==> config.mk <==
export PLATFORM = sky130hd
export DESIGN_NAME = psnr_mse_accumulator
export DESIGN_NICKNAME = d
export VERILOG_FILES = /design/src/rtl/psnr_pkg.sv /design/src/rtl/psnr_mse_accumulator.sv /design/src/rtl/psnr_datapath.sv /design/src/rtl/psnr_ctrl.sv
export SDC_FILE = /design/constraint.sdc
export NUM_CORES = 2
export LEC_CHECK = 0
export BUFFER_PORTS_ARGS = -buffer_cell sky130_fd_sc_hd__buf_2
export CAP_MARGIN = 15
export CORE_UTILIZATION = 30
export DETAILED_ROUTE_END_ITERATION = 10
export GPL_ROUTABILITY_DRIVEN = 0
export PLACE_DENSITY = 0.57
export SLEW_MARGIN = 10
export SYNTH_ARGS = -nofsm -noshare
export SYNTH_HDL_FRONTEND = slang
export SYNTH_SLANG_ARGS = --single-unit
==> constraint.sdc <==
create_clock -name clock -period 8.2 [get_ports clock]
set_input_delay 0.41 -clock clock [delete_from_list [all_inputs] [get_ports clock]]
set_output_delay 0.41 -clock clock [all_outputs]
set_load 0.02 [all_outputs]
==> src/rtl/psnr_pkg.sv <==
// psnr_pkg: shared constants and the controller/datapath command and status types
// for the psnr mse accumulator; no dependencies
package psnr_pkg;
   localparam int unsigned MaxBytesDefault = 16777216;
   localparam int unsigned CountWidth = 25;
   localparam int unsigned SumWidth = 40;
   localparam int unsigned PsnrWidth = 15;
   localparam int unsigned LogFrac = 28;
   localparam int unsigned LogWidth = 34;
   localparam logic [15:0] PeakSq = 16'd65025;
   localparam logic [25:0] TenLog10Two = 26'd50504453;

   typedef struct packed {
      logic accumulate;
      logic capture;
      logic log_start;
      logic log_step;
      logic log_second;
      logic finish;
   } psnr_cmd_type;

   typedef struct packed {
      logic log_done;
   } psnr_status_type;
endpackage

==> src/rtl/psnr_mse_accumulator.sv <==
// psnr_mse_accumulator: top level joining controller and datapath
// depends on psnr_pkg, psnr_ctrl, psnr_datapath
//
// usage: byte pairs enter on the req_ channel, one word per cycle while
// accumulating; tdata carries byte_a and byte_b, tlast closes an image
// every pair adds its squared difference, a pair count and a mismatch count
// counters stop at MAX_BYTES; later pairs are ignored but tlast still closes
// on the last word the sums are captured and cleared, then one shared log2
// unit runs twice (numerator 65025*count, then the sum), one bit a cycle
// rsp_tvalid rises after the last word is taken, once each log2 pass has run
// its start state and one step per fraction bit, and then the finishing state
// no input is taken from the last word until the result word is delivered
// the result word waits on rsp_ until rsp_tready; a stalled receiver holds
// the block, and the next image starts on the cycle after delivery
// synchronous reset clears the counters and returns to accumulation
module psnr_mse_accumulator #(
   parameter int unsigned MAX_BYTES = psnr_pkg::MaxBytesDefault
) (
   input  logic         clock,
   input  logic         reset,
   input  logic         req_tvalid,
   output logic         req_tready,
   input  logic [15:0]  req_tdata,  // byte_a [7:0], byte_b [15:8]
   input  logic         req_tlast,
   output logic         rsp_tvalid,
   input  logic         rsp_tready,
   // byte_count [24:0], mismatch_count [49:25], squared_error_sum [89:50],
   // identical [90], psnr_db_q8 [105:91], zero fill to 112
   output logic [111:0] rsp_tdata
);
   import psnr_pkg::*;

   psnr_cmd_type    cmd;
   psnr_status_type status;
   logic [CountWidth-1:0] byte_count, mismatch_count;
   logic [SumWidth-1:0]   sse;
   logic                  identical;
   logic [PsnrWidth-1:0]  psnr;

   psnr_ctrl u_ctrl (
      .clock(clock), .reset(reset),
      .req_tvalid(req_tvalid), .req_tready(req_tready), .req_tlast(req_tlast),
      .rsp_tvalid(rsp_tvalid), .rsp_tready(rsp_tready),
      .status(status), .cmd(cmd)
   );

   psnr_datapath #(.MAX_BYTES(MAX_BYTES)) u_dp (
      .clock(clock), .reset(reset), .cmd(cmd), .status(status),
      .byte_a(req_tdata[7:0]), .byte_b(req_tdata[15:8]),
      .byte_count(byte_count), .mismatch_count(mismatch_count),
      .squared_error_sum(sse), .identical(identical), .psnr_db_q8(psnr)
   );

   // fields packed from the lowest bit up
   assign rsp_tdata = {6'd0, psnr, identical, sse, mismatch_count, byte_count};
endmodule

==> src/rtl/psnr_datapath.sv <==
// psnr_datapath: accumulators, shared log2 unit (one square-and-compare per cycle)
// and result register; depends on psnr_pkg
module psnr_datapath #(
   parameter int unsigned MAX_BYTES = psnr_pkg::MaxBytesDefault
) (
   input  logic                           clock,
   input  logic                           reset,
   input  psnr_pkg::psnr_cmd_type         cmd,
   output psnr_pkg::psnr_status_type      status,
   input  logic [7:0]                     byte_a,
   input  logic [7:0]                     byte_b,
   output logic [psnr_pkg::CountWidth-1:0] byte_count,
   output logic [psnr_pkg::CountWidth-1:0] mismatch_count,
   output logic [psnr_pkg::SumWidth-1:0]   squared_error_sum,
   output logic                           identical,
   output logic [psnr_pkg::PsnrWidth-1:0]  psnr_db_q8
);
   import psnr_pkg::*;

   logic [CountWidth-1:0] pair_ff, pair_in, mis_ff, mis_in;
   logic [SumWidth-1:0]   sse_ff, sse_in;
   logic [SumWidth-1:0]   arg_ff, arg_in, sum_hold_ff, sum_hold_in;
   logic [CountWidth-1:0] cnt_hold_ff, cnt_hold_in;
   logic [32:0]           y_ff, y_in;
   logic [LogWidth-1:0]   r_ff, r_in, ln_ff, ln_in;
   logic [4:0]            bit_ff, bit_in;
   logic [8:0]            d;
   logic [15:0]           dsq;
   logic [65:0]           ysq;
   logic [32:0]           ynext;
   logic [5:0]            msb;
   logic [31:0]           norm;
   logic [LogWidth-1:0]   diff;
   logic [60:0]           prod;
   logic [16:0]           q;

   assign d = (byte_a > byte_b) ? {1'b0, byte_a - byte_b} : {1'b0, byte_b - byte_a};
   assign dsq = d[7:0] * d[7:0];
   assign ysq = y_ff * y_ff;
   assign ynext = ysq[63:31];

   always_comb begin
      msb = '0;
      for (int i = 0; i < SumWidth; i++) begin
         if (arg_ff[i]) begin
            msb = 6'(i);
         end
      end
      if (msb > 6'd31) begin
         norm = 32'(arg_ff >> (msb - 6'd31));
      end else begin
         norm = 32'(arg_ff << (6'd31 - msb));
      end
   end

   assign diff = ln_ff - r_ff;
   assign prod = diff * TenLog10Two;
   assign q = 17'((prod + (61'd1 << 43)) >> 44);

   always_comb begin
      pair_in = pair_ff;
      mis_in = mis_ff;
      sse_in = sse_ff;
      arg_in = arg_ff;
      sum_hold_in = sum_hold_ff;
      cnt_hold_in = cnt_hold_ff;
      y_in = y_ff;
      r_in = r_ff;
      ln_in = ln_ff;
      bit_in = bit_ff;
      if (cmd.accumulate && (pair_ff < CountWidth'(MAX_BYTES))) begin
         pair_in = pair_ff + 1'b1;
         sse_in = sse_ff + SumWidth'(dsq);
         if (d != 0) begin
            mis_in = mis_ff + 1'b1;
         end
      end
      if (cmd.capture) begin
         sum_hold_in = sse_in;
         cnt_hold_in = pair_in;
         arg_in = SumWidth'(pair_in) * SumWidth'(PeakSq);
         pair_in = '0;
         mis_in = '0;
         sse_in = '0;
      end
      if (cmd.log_start) begin
         y_in = {1'b0, norm};
         r_in = LogWidth'(msb) << LogFrac;
         bit_in = 5'(LogFrac - 1);
      end
      if (cmd.log_step) begin
         if (ynext[32]) begin
            y_in = ynext >> 1;
            r_in = r_ff | (LogWidth'(1) << bit_ff);
         end else begin
            y_in = ynext;
         end
         bit_in = bit_ff - 1'b1;
         if (status.log_done && !cmd.log_second) begin
            ln_in = r_in;
            arg_in = sum_hold_ff;
         end
      end
   end

   assign status.log_done = (bit_ff == 5'd0);

   always_ff @(posedge clock) begin
      if (reset) begin
         pair_ff <= '0;
         mis_ff <= '0;
         sse_ff <= '0;
         bit_ff <= '0;
      end else begin
         pair_ff <= pair_in;
         mis_ff <= mis_in;
         sse_ff <= sse_in;
         bit_ff <= bit_in;
      end
      arg_ff <= arg_in;
      sum_hold_ff <= sum_hold_in;
      cnt_hold_ff <= cnt_hold_in;
      y_ff <= y_in;
      r_ff <= r_in;
      ln_ff <= ln_in;
      if (cmd.capture) begin
         byte_count <= pair_in == '0 ? cnt_hold_in : cnt_hold_in;
         mismatch_count <= mis_ff + CountWidth'(cmd.accumulate && (d != 0)
                           && (pair_ff < CountWidth'(MAX_BYTES)));
         squared_error_sum <= sum_hold_in;
         identical <= (sum_hold_in == '0);
      end
      if (cmd.finish) begin
         if (identical || (ln_ff <= r_ff)) begin
            psnr_db_q8 <= '0;
         end else if (q > 17'd32767) begin
            psnr_db_q8 <= '1;
         end else begin
            psnr_db_q8 <= q[PsnrWidth-1:0];
         end
      end
   end
endmodule

==> src/rtl/psnr_ctrl.sv <==
// psnr_ctrl: sequencer for accumulation and the two log2 passes; depends on psnr_pkg
module psnr_ctrl (
   input  logic                      clock,
   input  logic                      reset,
   input  logic                      req_tvalid,
   output logic                      req_tready,
   input  logic                      req_tlast,
   output logic                      rsp_tvalid,
   input  logic                      rsp_tready,
   input  psnr_pkg::psnr_status_type status,
   output psnr_pkg::psnr_cmd_type    cmd
);
   import psnr_pkg::*;

   typedef enum logic [2:0] {
      ST_ACC, ST_START_N, ST_LOG_N, ST_START_D, ST_LOG_D, ST_FINISH, ST_OUT
   } state_type;

   state_type state_ff;
   logic      take;

   assign req_tready = (state_ff == ST_ACC);
   assign take = req_tvalid && req_tready;
   assign rsp_tvalid = (state_ff == ST_OUT);

   always_comb begin
      cmd = '0;
      cmd.accumulate = take;
      cmd.capture = take && req_tlast;
      cmd.log_start = (state_ff == ST_START_N) || (state_ff == ST_START_D);
      cmd.log_step = (state_ff == ST_LOG_N) || (state_ff == ST_LOG_D);
      cmd.log_second = (state_ff == ST_LOG_D);
      cmd.finish = (state_ff == ST_FINISH);
   end

   always_ff @(posedge clock) begin
      if (reset) begin
         state_ff <= ST_ACC;
      end else begin
         unique case (state_ff)
            ST_ACC:     if (take && req_tlast) state_ff <= ST_START_N;
            ST_START_N: state_ff <= ST_LOG_N;
            ST_LOG_N:   if (status.log_done) state_ff <= ST_START_D;
            ST_START_D: state_ff <= ST_LOG_D;
            ST_LOG_D:   if (status.log_done) state_ff <= ST_FINISH;
            ST_FINISH:  state_ff <= ST_OUT;
            ST_OUT:     if (rsp_tready) state_ff <= ST_ACC;
            default:    state_ff <= ST_ACC;
         endcase
      end
   end
endmodule
==> metrics <==
crit-path most repeated cell inv_1; Register-to-Register Path Depth 38; proportion of layout cells with a drive suffix above 1 0.216; DR pass1 iterations 7; clk sinks 409; Die Y 479 um; ys async rst share 0; Layout Cells excl Fill 11300; simple-gate share of the synthesized area 0.116; WHS Path Cells 4; vias 54700; Finished Core Util 0.376; Cell Area, Synth 68400 sq um; largest family of logic cells by synthesized area adder cells; final HPWL from detailed placement 172000 um; Crit path arrival time 9000 ps; Top FF cell, synth dfxtp_1; critical path required time 8640 ps; element type at the critical path end register; TNS Setup -18570 ps; Rows 174; CP Buf/Inv Count 12; io pins 135; CP delay by family, top adder cells; area grow syn2layout 24.2%; top achievable clock speed 117 MHz; hold path endpoint u_ctrl.state_ff[1]; post-layout minimum cycle time 8560 ps; dpl cells 11100; PortBufs 128; WHS 193 ps; DIE AREA 230000 sq um; Adder-Cell Fraction of Synth Area 0.481; RSZ-0062 raised after global routing true; Initial Util 0.303; average wire per standard cell 18.6 um; die width 479 um; R2R Path Start u_dp.ln_ff[0]; CP max stage cell fa_1; Max-Cap Viols 0; WL final 210000 um; CTS tree done; crit path max fanout 6; number of synthesized flops with an enable pin 172; Post-Synthesis Cells 7307; Worst-Skew Late Latency 640 ps; Mean Syn Cell Area 9.36 sq um; root buffer cell clkbuf_16; top post-synthesis cells by area fa_1 (33%), ha_1 (15%), inv_1 (8.4%), edfxtp_1 (7.6%), dfxtp_1 (6.9%); initial antenna violation count 5; first-pass GRT wire length 328000 um; hold-fix buffers at CTS 0; Seq/Total Area, Yosys 0.145; most frequent cells in the layout inv_1 (1506), fa_1 (1092), buf_4 (920), ha_1 (780), nand2_1 (542); Distinct cells, synth 105; CTS H-tree lvls 2; HP Class in -> reg; Final nets 10200; # fillers 22400; Via density 4.85; clock skew 62.4 ps; pin count of the biggest net entering global routing 87; CP peak stage delay 540 ps; Yosys top cell by area fa_1; Routed Antenna Nets 0; crit start category register; critical setup path kind reg -> reg; post-synthesis mux area share 0.0273; worst slew pin tran 1140 ps; TritonCTS Buffers 46; core box area 226000 sq um; YS warnings 0; Slew Limit Fails 0; clock tree buffer depth 3; Synth Area in Compound Gates 0.0970; grt ovf 0; commonest non-fill, non-tap cell in the layout inv_1; final setup vio count 82; Final Hold Fails 0; Final period util 1.04; failing checks setup timing; reg-to-reg slack, setup -360 ps; initial DRC count 3578; status finished, violations left; GRT Util Overall 0.180; Final Worst Setup Slack -360 ps; CTS clk-pin slew, worst paths 60 ps; share of the synthesized area in the top cell type 0.332; reg-to-reg endpoint u_dp.psnr_db_q8[4]; hold path start rsp_tready; drt drc 0; Post-Synth XOR/XNOR Area 0.0310; vias in the first global route 58100; Worst slew margin 0.237; number of synthesized register bits 409
==> state kept, by name, summed over array words and instances (netlist names) <==
register and cells:
u_dp.bit_ff 5, u_dp.mismatch_count 25, u_dp.squared_error_sum 40, u_dp.y_ff 32, u_ctrl.state_ff 3, u_dp.r_ff 34, u_dp.psnr_db_q8 15, u_dp.sse_ff 40
u_dp.arg_ff 40, u_dp.cnt_hold_ff 25, u_dp.identical 1, u_dp.byte_count 25, u_dp.mis_ff 25, u_dp.pair_ff 25, u_dp.sum_hold_ff 40, u_dp.ln_ff 34
==> per-stage QoR <==
stage / instance area (sq um) / setup WS (ps)
4_1_cts: 83300 / -325
6_report: 85000 / -360
5_1_grt: 85000 / -753
2_1_floorplan: 68700 / 3.92
3_3_place_gp: 79400 / -1550
3_5_place_dp: 79400 / -1600
==> cell families (layout without fill, tap and decap cells) <==
| family | count (synthesis) | in the layout |
|---|---|---|
| flops | 409 | 409 |
| buf+inv | 1840 | 2815 |
| fa+ha+maj | 1948 | 1948 |
| simple gates | 1677 | 1677 |
| compound gates | 1043 | 1043 |
| xor+xnor | 238 | 238 |
| other cells | 1 | 7 |
| mux | 151 | 151 |
==> layer usage <==
metal / vias to the layer above / share of wire / global-route usage
li1: 25300 / - / -
met1: 27500 / 0.43 / 0.241
met2: 1563 / 0.48 / 0.306
met3: 302 / 0.058 / 0.0228
met4: 6 / 0.031 / 0.0449
met5: - / 0.00022 / 0
==> what timing repair did <==
| item | 4_1_cts | 5_1_grt |
|---|---|---|
| endpoints found under the hold margin | 0 | 0 |
| cloned | 10 | 2 |
| endpoints found under the setup margin | 114 | 116 |
| pin swaps | 157 | 154 |
| setup buffers | 74 | 58 |
| gates resized for setup | 351 | 292 |
==> Yosys cell counts, types with 109 or more instances <==
cell type and number:
edfxtp_1 172, ha_1 813, and2_1 230, clkbuf_1 246, xnor2_1 137, a21oi_1 302
mux2i_1 109, dfxtp_1 237, nor2_1 401, inv_1 1538, fa_1 1135, o21ai_0 234
nand2_1 579, nand3_1 119
==> area by class of cell <==
cell class	count	area [sq um]	share of cell area
inverter	1549	5840	0.0688
tap	2992	3740	0.0441
timing repair buffer	1179	9660	0.114
multi-input combinational	5063	54200	0.638
timing repair inverter	1	5.00	0.0000589
antenna	1	2.50	0.0000295
clock inverter	28	358	0.00421
clock buffer	58	1270	0.0149
sequential	409	9910	0.117
==> worst max-delay path by stage <==
stage / from / endpoint / slack, ps / depth (start not counted)
4_1_cts: u_dp.ln_ff[0] / u_dp.psnr_db_q8[4] / -330 / 37
3_5_place_dp: u_dp.y_ff[24] / u_dp.y_ff[0] / -1600 / 28
2_1_floorplan: u_dp.ln_ff[12] / u_dp.psnr_db_q8[11] / 4 / 31
5_1_grt: u_dp.ln_ff[0] / u_dp.psnr_db_q8[7] / -750 / 38
3_3_place_gp: u_dp.y_ff[24] / u_dp.y_ff[0] / -1550 / 28
6_report: u_dp.ln_ff[0] / u_dp.psnr_db_q8[4] / -360 / 38
==> worst min-delay path: stages <==
cell     delay (ps)
buf_2           150
nand2_1          80
a21oi_1          60
nor2_1           70
Power is not shown: default switching activity piles up to over one toggle a cycle in this logic, so the estimate is an artifact.
